<file path="src/design/base58_string_decoder_top_macros.svh">
// assertion macros for the base58 string decoder
`ifndef BASE58_STRING_DECODER_TOP_MACROS_SVH
`define BASE58_STRING_DECODER_TOP_MACROS_SVH

// same-cycle implication, sampled on clk_i, off while rst_ni is low
`define B58_ASSERT_NOW(name, ante, cons, msg) \
  name: assert property (@(posedge clk_i) disable iff (!rst_ni) (ante) |-> (cons)) \
    else $error(msg);

// next-cycle implication, sampled on clk_i, off while rst_ni is low
`define B58_ASSERT_NEXT(name, ante, cons, msg) \
  name: assert property (@(posedge clk_i) disable iff (!rst_ni) (ante) |=> (cons)) \
    else $error(msg);

`endif

</file>
<file path="src/design/b58_pkg.sv">
// shared types, constants and helper functions of the base58 string decoder
package b58_pkg;

  localparam int MaxChars    = 64;
  localparam int NumberBytes = 48;
  localparam int ResultLimit = 64;

  localparam int IdxW  = (NumberBytes > 1) ? $clog2(NumberBytes) : 1;
  localparam int CntW  = $clog2(NumberBytes + 1);
  localparam int CharW = 7;
  localparam int OnesW = 7;
  localparam int TotW  = OnesW + 1;
  localparam int NW    = $clog2(ResultLimit + 1);
  localparam int ProdW = 14;
  localparam int DigW  = 6;

  localparam logic [CharW-1:0] CharSat  = 7'd127;
  localparam logic [OnesW-1:0] OnesSat  = 7'd127;
  localparam logic [7:0]       AsciiOne = 8'h31;
  localparam logic [7:0]       AsciiNul = 8'h00;
  localparam logic [7:0]       Radix    = 8'd58;

  typedef enum logic [1:0] {
    PH_LEAD   = 2'd0,
    PH_ONES   = 2'd1,
    PH_DIGITS = 2'd2,
    PH_TRAIL  = 2'd3
  } phase_e;

  typedef enum logic [2:0] {
    CODE_OK      = 3'd0,
    CODE_INVALID = 3'd1,
    CODE_GARBAGE = 3'd2,
    CODE_LONG    = 3'd3,
    CODE_NUL     = 3'd4
  } code_e;

  typedef enum logic [2:0] {
    ST_IDLE,
    ST_MUL,
    ST_FINISH,
    ST_EMIT_RD,
    ST_EMIT_WR
  } state_e;

  typedef struct packed {
    logic accept;
    logic mul_step;
    logic emit_addr;
    logic beat_load;
    logic single_load;
    logic clear;
  } cmd_t;

  typedef struct packed {
    logic item_digit;
    logic item_eos;
    logic eos_held;
    logic mul_last;
    logic single;
    logic out_free;
    logic beat_last;
  } sts_t;

  typedef struct packed {
    logic            ok;
    logic [DigW-1:0] val;
  } digit_t;

  function automatic logic is_space(logic [7:0] c);
    return (c == 8'd32) || ((c >= 8'd9) && (c <= 8'd13));
  endfunction

  // bitcoin alphabet: no 0, I, O or l
  function automatic digit_t digit_decode(logic [7:0] c);
    digit_t     res;
    logic [7:0] off;
    res = '0;
    off = '0;
    if ((c >= 8'h31) && (c <= 8'h39)) begin
      off = c - 8'h31;
      res.ok = 1'b1;
    end else if ((c >= 8'h41) && (c <= 8'h48)) begin
      off = c - 8'h41 + 8'd9;
      res.ok = 1'b1;
    end else if ((c >= 8'h4a) && (c <= 8'h4e)) begin
      off = c - 8'h4a + 8'd17;
      res.ok = 1'b1;
    end else if ((c >= 8'h50) && (c <= 8'h5a)) begin
      off = c - 8'h50 + 8'd22;
      res.ok = 1'b1;
    end else if ((c >= 8'h61) && (c <= 8'h6b)) begin
      off = c - 8'h61 + 8'd33;
      res.ok = 1'b1;
    end else if ((c >= 8'h6d) && (c <= 8'h7a)) begin
      off = c - 8'h6d + 8'd44;
      res.ok = 1'b1;
    end
    res.val = off[DigW-1:0];
    return res;
  endfunction

  // too long beats everything, nul beats invalid and garbage, else first wins
  function automatic code_e merge_error(code_e cur, code_e code);
    code_e res;
    res = cur;
    if (cur != CODE_LONG) begin
      if ((code == CODE_LONG) || ((code == CODE_NUL) && (cur != CODE_NUL)) ||
          (cur == CODE_OK)) begin
        res = code;
      end
    end
    return res;
  endfunction

endpackage

</file>
<file path="src/design/b58_ctrl.sv">
// controller state machine of the base58 string decoder
module b58_ctrl
  import b58_pkg::*;
(
  input  logic   clk_i,
  input  logic   rst_ni,
  input  logic   in_valid_i,
  output logic   in_ready_o,
  input  sts_t   sts_i,
  output cmd_t   cmd_o
);

  state_e state_q, state_d;

  always_ff @(posedge clk_i or negedge rst_ni) begin
    if (!rst_ni) begin
      state_q <= ST_IDLE;
    end else begin
      state_q <= state_d;
    end
  end

  // next state
  always_comb begin
    state_d = state_q;
    unique case (state_q)
      ST_IDLE: begin
        if (in_valid_i) begin
          if (sts_i.item_digit) begin
            state_d = ST_MUL;
          end else if (sts_i.item_eos) begin
            state_d = ST_FINISH;
          end
        end
      end
      ST_MUL: begin
        if (sts_i.mul_last) begin
          state_d = sts_i.eos_held ? ST_FINISH : ST_IDLE;
        end
      end
      ST_FINISH: begin
        if (!sts_i.single) begin
          state_d = ST_EMIT_RD;
        end else if (sts_i.out_free) begin
          state_d = ST_IDLE;
        end
      end
      ST_EMIT_RD: state_d = ST_EMIT_WR;
      ST_EMIT_WR: begin
        if (sts_i.out_free) begin
          state_d = sts_i.beat_last ? ST_IDLE : ST_EMIT_RD;
        end
      end
      default: state_d = ST_IDLE;
    endcase
  end

  // outputs
  always_comb begin
    cmd_o      = '0;
    in_ready_o = 1'b0;
    unique case (state_q)
      ST_IDLE: begin
        in_ready_o    = 1'b1;
        cmd_o.accept  = in_valid_i;
      end
      ST_MUL: cmd_o.mul_step = 1'b1;
      ST_FINISH: begin
        if (sts_i.single && sts_i.out_free) begin
          cmd_o.single_load = 1'b1;
          cmd_o.clear       = 1'b1;
        end
      end
      ST_EMIT_RD: cmd_o.emit_addr = 1'b1;
      ST_EMIT_WR: begin
        cmd_o.emit_addr = 1'b1;
        if (sts_i.out_free) begin
          cmd_o.beat_load = 1'b1;
          cmd_o.clear     = sts_i.beat_last;
        end
      end
      default: cmd_o = '0;
    endcase
  end

endmodule

</file>
<file path="src/design/b58_datapath.sv">
// scan registers, number memory, multiply-add step and output register
module b58_datapath
  import b58_pkg::*;
(
  input  logic       clk_i,
  input  logic       rst_ni,
  input  logic [7:0] char_code_i,
  input  logic       char_present_i,
  input  logic       end_of_string_i,
  input  cmd_t       cmd_i,
  output sts_t       sts_o,
  input  logic       out_ready_i,
  output logic       out_valid_o,
  output logic [7:0] out_data_o,
  output logic [3:0] out_user_o,
  output logic       out_last_o
);

  // scan state
  phase_e           phase_q, phase_d;
  logic [OnesW-1:0] ones_q, ones_d;
  logic [CharW-1:0] chars_q, chars_d;
  code_e            err_q, err_d;
  logic [CntW-1:0]  use_q;
  logic             eos_q;
  logic             start_mul;
  digit_t           dig;

  // multiply-add walk
  logic [IdxW-1:0]  idx_q;
  logic [DigW-1:0]  carry_q;
  logic [CntW-1:0]  new_use_q;
  logic [7:0]       rbyte;
  logic [ProdW-1:0] prod;
  logic             mul_last;

  // number memory, index 0 least significant
  logic [7:0]       num_mem [NumberBytes];
  logic [7:0]       rdata_q;
  logic [IdxW-1:0]  raddr;

  // emission
  logic [NW-1:0]    n_q;
  logic [TotW-1:0]  total;
  logic [NW-1:0]    tot_clamp;
  logic             n_is_one;
  logic [TotW-1:0]  emit_pos;

  logic             out_valid_q;
  logic [7:0]       out_data_q;
  logic [3:0]       out_user_q;
  logic             out_last_q;
  logic             out_free;

  // per-character scan
  always_comb begin
    phase_d   = phase_q;
    ones_d    = ones_q;
    chars_d   = chars_q;
    err_d     = err_q;
    start_mul = 1'b0;
    dig       = digit_decode(char_code_i);
    if (char_present_i) begin
      if (chars_q != CharSat) begin
        chars_d = chars_q + 1'b1;
      end
      if (chars_d > CharW'(MaxChars)) begin
        err_d = merge_error(err_d, CODE_LONG);
      end
      if (char_code_i == AsciiNul) begin
        err_d = merge_error(err_d, CODE_NUL);
      end else if (err_d == CODE_OK) begin
        if (phase_q == PH_TRAIL) begin
          if (!is_space(char_code_i)) begin
            err_d = merge_error(err_d, CODE_GARBAGE);
          end
        end else if (is_space(char_code_i)) begin
          if (phase_q != PH_LEAD) begin
            phase_d = PH_TRAIL;
          end
        end else if ((char_code_i == AsciiOne) && (phase_q != PH_DIGITS)) begin
          if (ones_q != OnesSat) begin
            ones_d = ones_q + 1'b1;
          end
          phase_d = PH_ONES;
        end else if (!dig.ok) begin
          err_d = merge_error(err_d, CODE_INVALID);
        end else begin
          phase_d   = PH_DIGITS;
          start_mul = 1'b1;
        end
      end
    end
  end

  // bytes at or above the fill count read as zero
  assign rbyte    = (CntW'(idx_q) < use_q) ? rdata_q : 8'd0;
  assign prod     = ProdW'(rbyte) * ProdW'(Radix) + ProdW'(carry_q);
  assign mul_last = (CntW'(idx_q) == use_q) || (idx_q == IdxW'(NumberBytes - 1));

  assign total     = TotW'(ones_q) + TotW'(use_q);
  assign tot_clamp = (total > TotW'(ResultLimit)) ? NW'(ResultLimit) : NW'(total);
  assign n_is_one  = TotW'(n_q) < TotW'(ones_q);
  assign emit_pos  = total - TotW'(1) - TotW'(n_q);

  always_comb begin
    raddr = '0;
    if (cmd_i.mul_step) begin
      raddr = mul_last ? '0 : idx_q + 1'b1;
    end else if (cmd_i.emit_addr && !n_is_one) begin
      raddr = emit_pos[IdxW-1:0];
    end
  end

  always_ff @(posedge clk_i) begin
    if (cmd_i.mul_step) begin
      num_mem[idx_q] <= prod[7:0];
    end
    rdata_q <= num_mem[raddr];
  end

  always_ff @(posedge clk_i or negedge rst_ni) begin
    if (!rst_ni) begin
      phase_q   <= PH_LEAD;
      ones_q    <= '0;
      chars_q   <= '0;
      err_q     <= CODE_OK;
      use_q     <= '0;
      eos_q     <= 1'b0;
      idx_q     <= '0;
      carry_q   <= '0;
      new_use_q <= '0;
      n_q       <= '0;
    end else begin
      if (cmd_i.accept) begin
        phase_q   <= phase_d;
        ones_q    <= ones_d;
        chars_q   <= chars_d;
        err_q     <= err_d;
        eos_q     <= end_of_string_i;
        idx_q     <= '0;
        carry_q   <= dig.val;
        new_use_q <= '0;
      end
      if (cmd_i.mul_step) begin
        idx_q   <= idx_q + 1'b1;
        carry_q <= prod[ProdW-1:8];
        if (prod[7:0] != 8'd0) begin
          new_use_q <= CntW'(idx_q) + 1'b1;
        end
        if (mul_last) begin
          use_q <= (prod[7:0] != 8'd0) ? CntW'(idx_q) + 1'b1 : new_use_q;
        end
      end
      // beat counter restarts with the string
      if (cmd_i.clear) begin
        n_q <= '0;
      end else if (cmd_i.beat_load) begin
        n_q <= n_q + 1'b1;
      end
      if (cmd_i.clear) begin
        phase_q <= PH_LEAD;
        ones_q  <= '0;
        chars_q <= '0;
        err_q   <= CODE_OK;
        use_q   <= '0;
      end
    end
  end

  // output register
  assign out_free = !out_valid_q || out_ready_i;

  always_ff @(posedge clk_i or negedge rst_ni) begin
    if (!rst_ni) begin
      out_valid_q <= 1'b0;
    end else if (cmd_i.beat_load || cmd_i.single_load) begin
      out_valid_q <= 1'b1;
    end else if (out_ready_i) begin
      out_valid_q <= 1'b0;
    end
  end

  always_ff @(posedge clk_i) begin
    if (cmd_i.beat_load) begin
      out_data_q <= n_is_one ? 8'd0 : rdata_q;
      out_user_q <= {CODE_OK, 1'b1};
      out_last_q <= sts_o.beat_last;
    end else if (cmd_i.single_load) begin
      out_data_q <= 8'd0;
      out_user_q <= {err_q, 1'b0};
      out_last_q <= 1'b1;
    end
  end

  assign out_valid_o = out_valid_q;
  assign out_data_o  = out_data_q;
  assign out_user_o  = out_user_q;
  assign out_last_o  = out_last_q;

  assign sts_o.item_digit = start_mul;
  assign sts_o.item_eos   = end_of_string_i;
  assign sts_o.eos_held   = eos_q;
  assign sts_o.mul_last   = mul_last;
  assign sts_o.single     = (err_q != CODE_OK) || (total == '0);
  assign sts_o.out_free   = out_free;
  assign sts_o.beat_last  = ((n_q + 1'b1) == tot_clamp);

endmodule

</file>
<file path="src/design/base58_string_decoder_top.sv">
// top level of the base58 string decoder, bitcoin alphabet
//
// Takes one character per input beat and decodes the string when the beat with
// tlast arrives. Leading whitespace is skipped, each leading '1' yields a zero
// byte, and every later alphabet digit updates a big number held in a 48-byte
// memory as number*58+digit. Trailing whitespace is allowed. At string end the
// block sends the zero bytes and then the significant bytes, most significant
// first, or one error beat (too long > nul > first of invalid char/trailing garbage);
// an empty or all-blank string gives one beat with byte_valid low and status ok.
// A digit starts a multiply-add walk over min(significant bytes + 1, 48) bytes,
// one byte per cycle through the single read port of the number memory. At the
// end of a string the block loads a single status beat, or for each byte beat
// reads the memory and then loads the output register; each load waits while
// the output register holds a beat that tready has not taken.
// One string is worked on at a time; the
// next string's first beat is taken while the final output beat still waits in
// the output register. The number store is tracked by a fill count, so no
// clearing pass is needed after reset or between strings.
module base58_string_decoder_top
  import b58_pkg::*;
(
  input  logic       clk_i,
  input  logic       rst_ni,
  // input beats: one character each
  input  logic       s_axis_tvalid,
  output logic       s_axis_tready,
  input  logic [7:0] s_axis_tdata,   // [7:0] char_code
  input  logic       s_axis_tuser,   // [0] char_present
  input  logic       s_axis_tlast,   // end_of_string
  // output beats: decoded bytes or one status beat
  output logic       m_axis_tvalid,
  input  logic       m_axis_tready,
  output logic [7:0] m_axis_tdata,   // [7:0] data_byte
  output logic [3:0] m_axis_tuser,   // [0] byte_valid, [3:1] status
  output logic       m_axis_tlast    // last_byte
);

  cmd_t cmd;
  sts_t sts;

  // sequencing: accept, multiply-add walk, finish, emission
  b58_ctrl u_ctrl (
    .clk_i      (clk_i),
    .rst_ni     (rst_ni),
    .in_valid_i (s_axis_tvalid),
    .in_ready_o (s_axis_tready),
    .sts_i      (sts),
    .cmd_o      (cmd)
  );

  // scan state, number memory and output register
  b58_datapath u_datapath (
    .clk_i           (clk_i),
    .rst_ni          (rst_ni),
    .char_code_i     (s_axis_tdata),
    .char_present_i  (s_axis_tuser),
    .end_of_string_i (s_axis_tlast),
    .cmd_i           (cmd),
    .sts_o           (sts),
    .out_ready_i     (m_axis_tready),
    .out_valid_o     (m_axis_tvalid),
    .out_data_o      (m_axis_tdata),
    .out_user_o      (m_axis_tuser),
    .out_last_o      (m_axis_tlast)
  );

`include "base58_string_decoder_top_macros.svh"

  // a beat without a decoded byte always closes the string
  `B58_ASSERT_NOW(a_nobyte_is_last, m_axis_tvalid && !m_axis_tuser[0], m_axis_tlast, "non-byte beat without tlast")

  // an error beat carries no byte
  `B58_ASSERT_NOW(a_error_no_byte, m_axis_tvalid && (m_axis_tuser[3:1] != 3'd0), !m_axis_tuser[0] && (m_axis_tdata == 8'd0), "error beat carries data")

  // no input is taken while the number is being walked or a result is loaded
  `B58_ASSERT_NOW(a_ready_exclusive, s_axis_tready, !(cmd.mul_step || cmd.beat_load || cmd.single_load), "input ready during busy phase")

  // the last multiply-add step hands control back or finishes the string
  `B58_ASSERT_NEXT(a_mul_ends, cmd.mul_step && sts.mul_last, !cmd.mul_step, "multiply walk overran")

endmodule
</file>
<file path="config.mk">
export PLATFORM = sky130hd
export DESIGN_NAME = base58_string_decoder_top
export DESIGN_NICKNAME = d
export VERILOG_FILES = /design/src/design/b58_pkg.sv /design/src/design/b58_ctrl.sv /design/src/design/b58_datapath.sv /design/src/design/base58_string_decoder_top.sv
export VERILOG_INCLUDE_DIRS = /design/src /design/src/design
export SDC_FILE = /design/constraint.sdc
export NUM_CORES = 1
export LEC_CHECK = 0
export BUFFER_PORTS_ARGS = -buffer_cell sky130_fd_sc_hd__buf_2
export CORE_MARGIN = 2
export CORE_UTILIZATION = 65
export CTS_BUF_LIST = sky130_fd_sc_hd__clkbuf_4
export DETAILED_ROUTE_END_ITERATION = 10
export GPL_TIMING_DRIVEN = 0
export HOLD_SLACK_MARGIN = 0.1
export PLACE_DENSITY = 0.85
export SYNTH_ARGS = -nofsm -noshare
export SYNTH_HDL_FRONTEND = slang
export SYNTH_SLANG_ARGS = --single-unit
</file>
<file path="constraint.sdc">
create_clock -name clk_i -period 20.7 [get_ports clk_i]
set_clock_uncertainty 0.1 [all_clocks]
set_input_delay 4.14 -clock clk_i [delete_from_list [all_inputs] [get_ports clk_i]]
set_output_delay 4.14 -clock clk_i [all_outputs]
set_load 0.01 [all_outputs]
</file>
==> reports/summary.txt <==
Sequential area share after synthesis = 60.6%
Leading post-synthesis cells by cell area = sky130_fd_sc_hd__edfxtp_1, sky130_fd_sc_hd__dfrtp_1, sky130_fd_sc_hd__mux2i_1
Total Die Area = 35,600 um2
VDD IR max = 0.250 mV
Synth Area per Inst = 12.1 um2
Detail Route Antenna Nets = 0
Clock tree from TritonCTS = built
Grt total ovfl = 0
Area added between synthesis and finish = 10.4%
Synthesized area = 22,100 um2
Number of input and output port buffers inserted = 26
Root cell of the clock tree = sky130_fd_sc_hd__clkbuf_4
P per Cell Area = 181 nW/um2
Clock latency at the later pin of the worst-skew pair = 830 ps
Final weighted congestion of routability-driven global placement = 0.941
Worst-Margin Slew = 1270 ps
Routed length per instance = 21.8 um
Cell count after synthesis = 1,837
Placement-stage cell area = 23,100 um2
Smallest setup slack after layout = 13,500 ps
Final setup violation count = 0
Post-synth top area share = 53.3%
Vias per cell = 6.34
Area of the core = 33,500 um2
Initial standard-cell utilization of the core = 66.1%
CP Data Required Time = 21,320 ps
Sequence of cells on the critical path = inv_1, ha_1, a21o_1, a21o_1, a221oi_1, and2_1, fa_1, ha_1, ha_1, inv_1, fa_1, inv_1, ha_1, nand2b_1, a21oi_1, xor2_4, nor3_2, nand2b_1, clkbuf_1, nand3_1, o21ai_0
Setup repair after global routing missed its margin = false
Number of synthesis warnings = 0
CP startpoint kind = flip-flop
Max-cap check violation count = 0
Met1 track demand over resource in global routing = 41.2%
Routed vias = 15,982
Post_cts resized = 0
Largest stage delay on the critical path = 1050 ps
TritonCTS Sinks = 460
Number of nets in the final layout = 2,080
Unique masters post-synth = 82
Largest fanout on the critical path = 20
Number of buffers created by CTS = 107
Fin crit period = 7200 ps
FFs w/ async S/R, synth = 12.0%
Global-route track usage on met2 = 50.1%
Number of buffers added to fix hold violations after cts = 0
Cell leakage power = 9.59 nW
Fmax = 139 MHz
Die height = 189 um
Final core utilization = 73.0%
Via count of the first global-routing pass = 15,760
# rows = 67
Nets in the synthesized netlist = 1,936
Worst Setup End Kind = flip-flop
Busiest layer in global routing = met2
Initial antenna violation count = 1
Number of I/O pins = 29
Iter 0 DRT Violations = 1,928
Largest net degree at the start of global routing = 56
Tightest slew margin relative to the limit = 14.5%
Final wirelength = 55,000 um
Die span in x = 189 um
Cell area after layout = 24,500 um2
CTS HTree Levels = 3
Post-CTS Setup Bufs = 0
Detailed-placement wirelength estimate = 37,600 um
Number of design rule violations left after detail routing = 0
Largest area contributor in the netlist = sky130_fd_sc_hd__edfxtp_1
Wire length of the first global-routing pass = 85,100 um
Start-to-end type of the worst setup path = reg -> reg
Post-Place Worst Slack = 13,160 ps
TNS Setup = 0 ps
Number of enable-type register cells in the synthesized netlist = 393
Cell occurring most often along the worst timing path = sky130_fd_sc_hd__ha_1
Arrival time reported for the critical path endpoint = 7820 ps
Final hold vios = 0
Pre-antenna DRT Iters = 6
Slowest cell on crit path = sky130_fd_sc_hd__a221oi_1
Status = completed
Max Buffers Root-to-Sink = 3
Met3 demand-to-capacity share in global routing = 8.05%
Combined global-route utilization of all metal layers = 31.2%
Share of post-route cells with drive strength above 1 = 13.1%
Final Slew Violations = 0
Type of the worst min-delay path = reg -> reg
Final Cycle Share = 34.8%
Number of register bits inferred by synthesis = 460
Clock input transition at the sequential cells of the worst setup and hold paths = 70 ps
Most instantiated flip-flop cell in the synthesis netlist = sky130_fd_sc_hd__edfxtp_1
power breakdown:
group	switching, mW	internal (mW)
clock	0.372	0.345
combinational	1.38	0.627
sequential	0.0431	1.67
total	1.80	2.64
cells in the mapped netlist (all sizes together), types with 33 or more instances:
cell type and count:
a21oi 46, a31oi 36, and3 35, buf 42, clkbuf 51, dfrtp 55, edfxtp 393, ha 71
inv 71, mux2i 131, nand2 248, nand3 98, nor2 120, nor3 55, o21ai 48, xnor2 33
path summary, 6_finish.rpt:
check	start	end	slack, ps	depth (start not counted)
max	u_datapath.use_q[3]	u_datapath.new_use_q[2]	13500	21
min	u_datapath.out_user_o[0]	u_datapath.out_user_o[0]	340	2
max reg2reg	u_datapath.use_q[3]	u_datapath.new_use_q[2]	13500	21
min reg2reg	u_datapath.out_user_o[0]	u_datapath.out_user_o[0]	340	2
max in group asynchronous	rst_ni	u_datapath.carry_q[0]	16660	1
min in group asynchronous	rst_ni	u_datapath.n_q[6]	3290	1
cells in the final DEF, fill, tap and decap left out, drive strengths merged, types with 12 or more instances in the layout:
master | Yosys | final
a211oi | 24 | 24
a21o | 13 | 13
a21oi | 46 | 46
a31oi | 36 | 36
a32oi | 16 | 16
and2 | 20 | 20
and3 | 35 | 35
buf | 42 | 77
clkbuf | 51 | 204
clkinv | 0 | 41
dfrtp | 55 | 55
dfxtp | 12 | 12
edfxtp | 393 | 393
fa | 14 | 14
ha | 71 | 71
inv | 71 | 73
mux2i | 131 | 131
nand2 | 248 | 248
nand2b | 13 | 13
nand3 | 98 | 98
nor2 | 120 | 120
nor3 | 55 | 55
nor4 | 14 | 14
o21ai | 48 | 48
xnor2 | 33 | 33
xor2 | 18 | 18
state kept, by name (all words and copies together), names as in the netlist, 2 cells and up:
register / flops
u_datapath.ones_q: 7
u_datapath.n_q: 7
u_datapath.out_user_o: 4
u_datapath.phase_q: 2
u_datapath.num_mem: 384
u_ctrl.state_q: 3
u_datapath.use_q: 6
u_datapath.idx_q: 6
u_datapath.out_data_o: 8
u_datapath.chars_q: 7
u_datapath.rdata_q: 8
u_datapath.err_q: 3
u_datapath.carry_q: 6
u_datapath.new_use_q: 6
per-stage QoR:
step           power, mW  hold slack [ps]  cells
3_5_place_dp        3.67              334   2320
2_1_floorplan       2.76              351   1837
6_report            4.44              341   2519
4_1_cts             4.38              345   2518
3_3_place_gp        3.38              329   2311
5_1_grt             4.61              383   2519
layout make-up:
cell class,instances,area (um2)
timing repair buffer,35,312
fill,2158,9070
inverter,71,267
tap,448,561
buffer,93,403
antenna,1,2.50
sequential,460,13400
multi-input combinational,1213,8140
clock buffer,153,1150
clock inverter,45,213
logic make-up after synthesis:
| kind of cell | after synthesis | share of synthesized area (%) |
|---|---|---|
| and+or+nand+nor | 659 | 14.1 |
| DFF | 460 | 60.6 |
| AOI/OAI and AO/OA | 283 | 8.87 |
| buffers and inverters | 164 | 3.02 |
| muxes | 134 | 6.07 |
| adders and majority gates | 86 | 5.33 |
| xor gates and xnor gates | 51 | 2.02 |
critical path, delay by kind of cell, from the launching register on:
| kind | cells | cell delay (ps) |
|---|---|---|
| flops | 1 | 400 |
| xor+xnor | 1 | 350 |
| buf+inv | 4 | 520 |
| fa+ha+maj | 6 | 2270 |
| simple gates | 5 | 1540 |
| compound gates | 5 | 1920 |
layer usage:
layer  vias to the layer above  part of all wire [%]
met5                         -                     0
met4                         0                   2.9
li1                       7184                     -
met2                       991                    48
met1                      7658                    38
met3                       149                    11
Note: power is estimated with default switching activity, not from simulation.
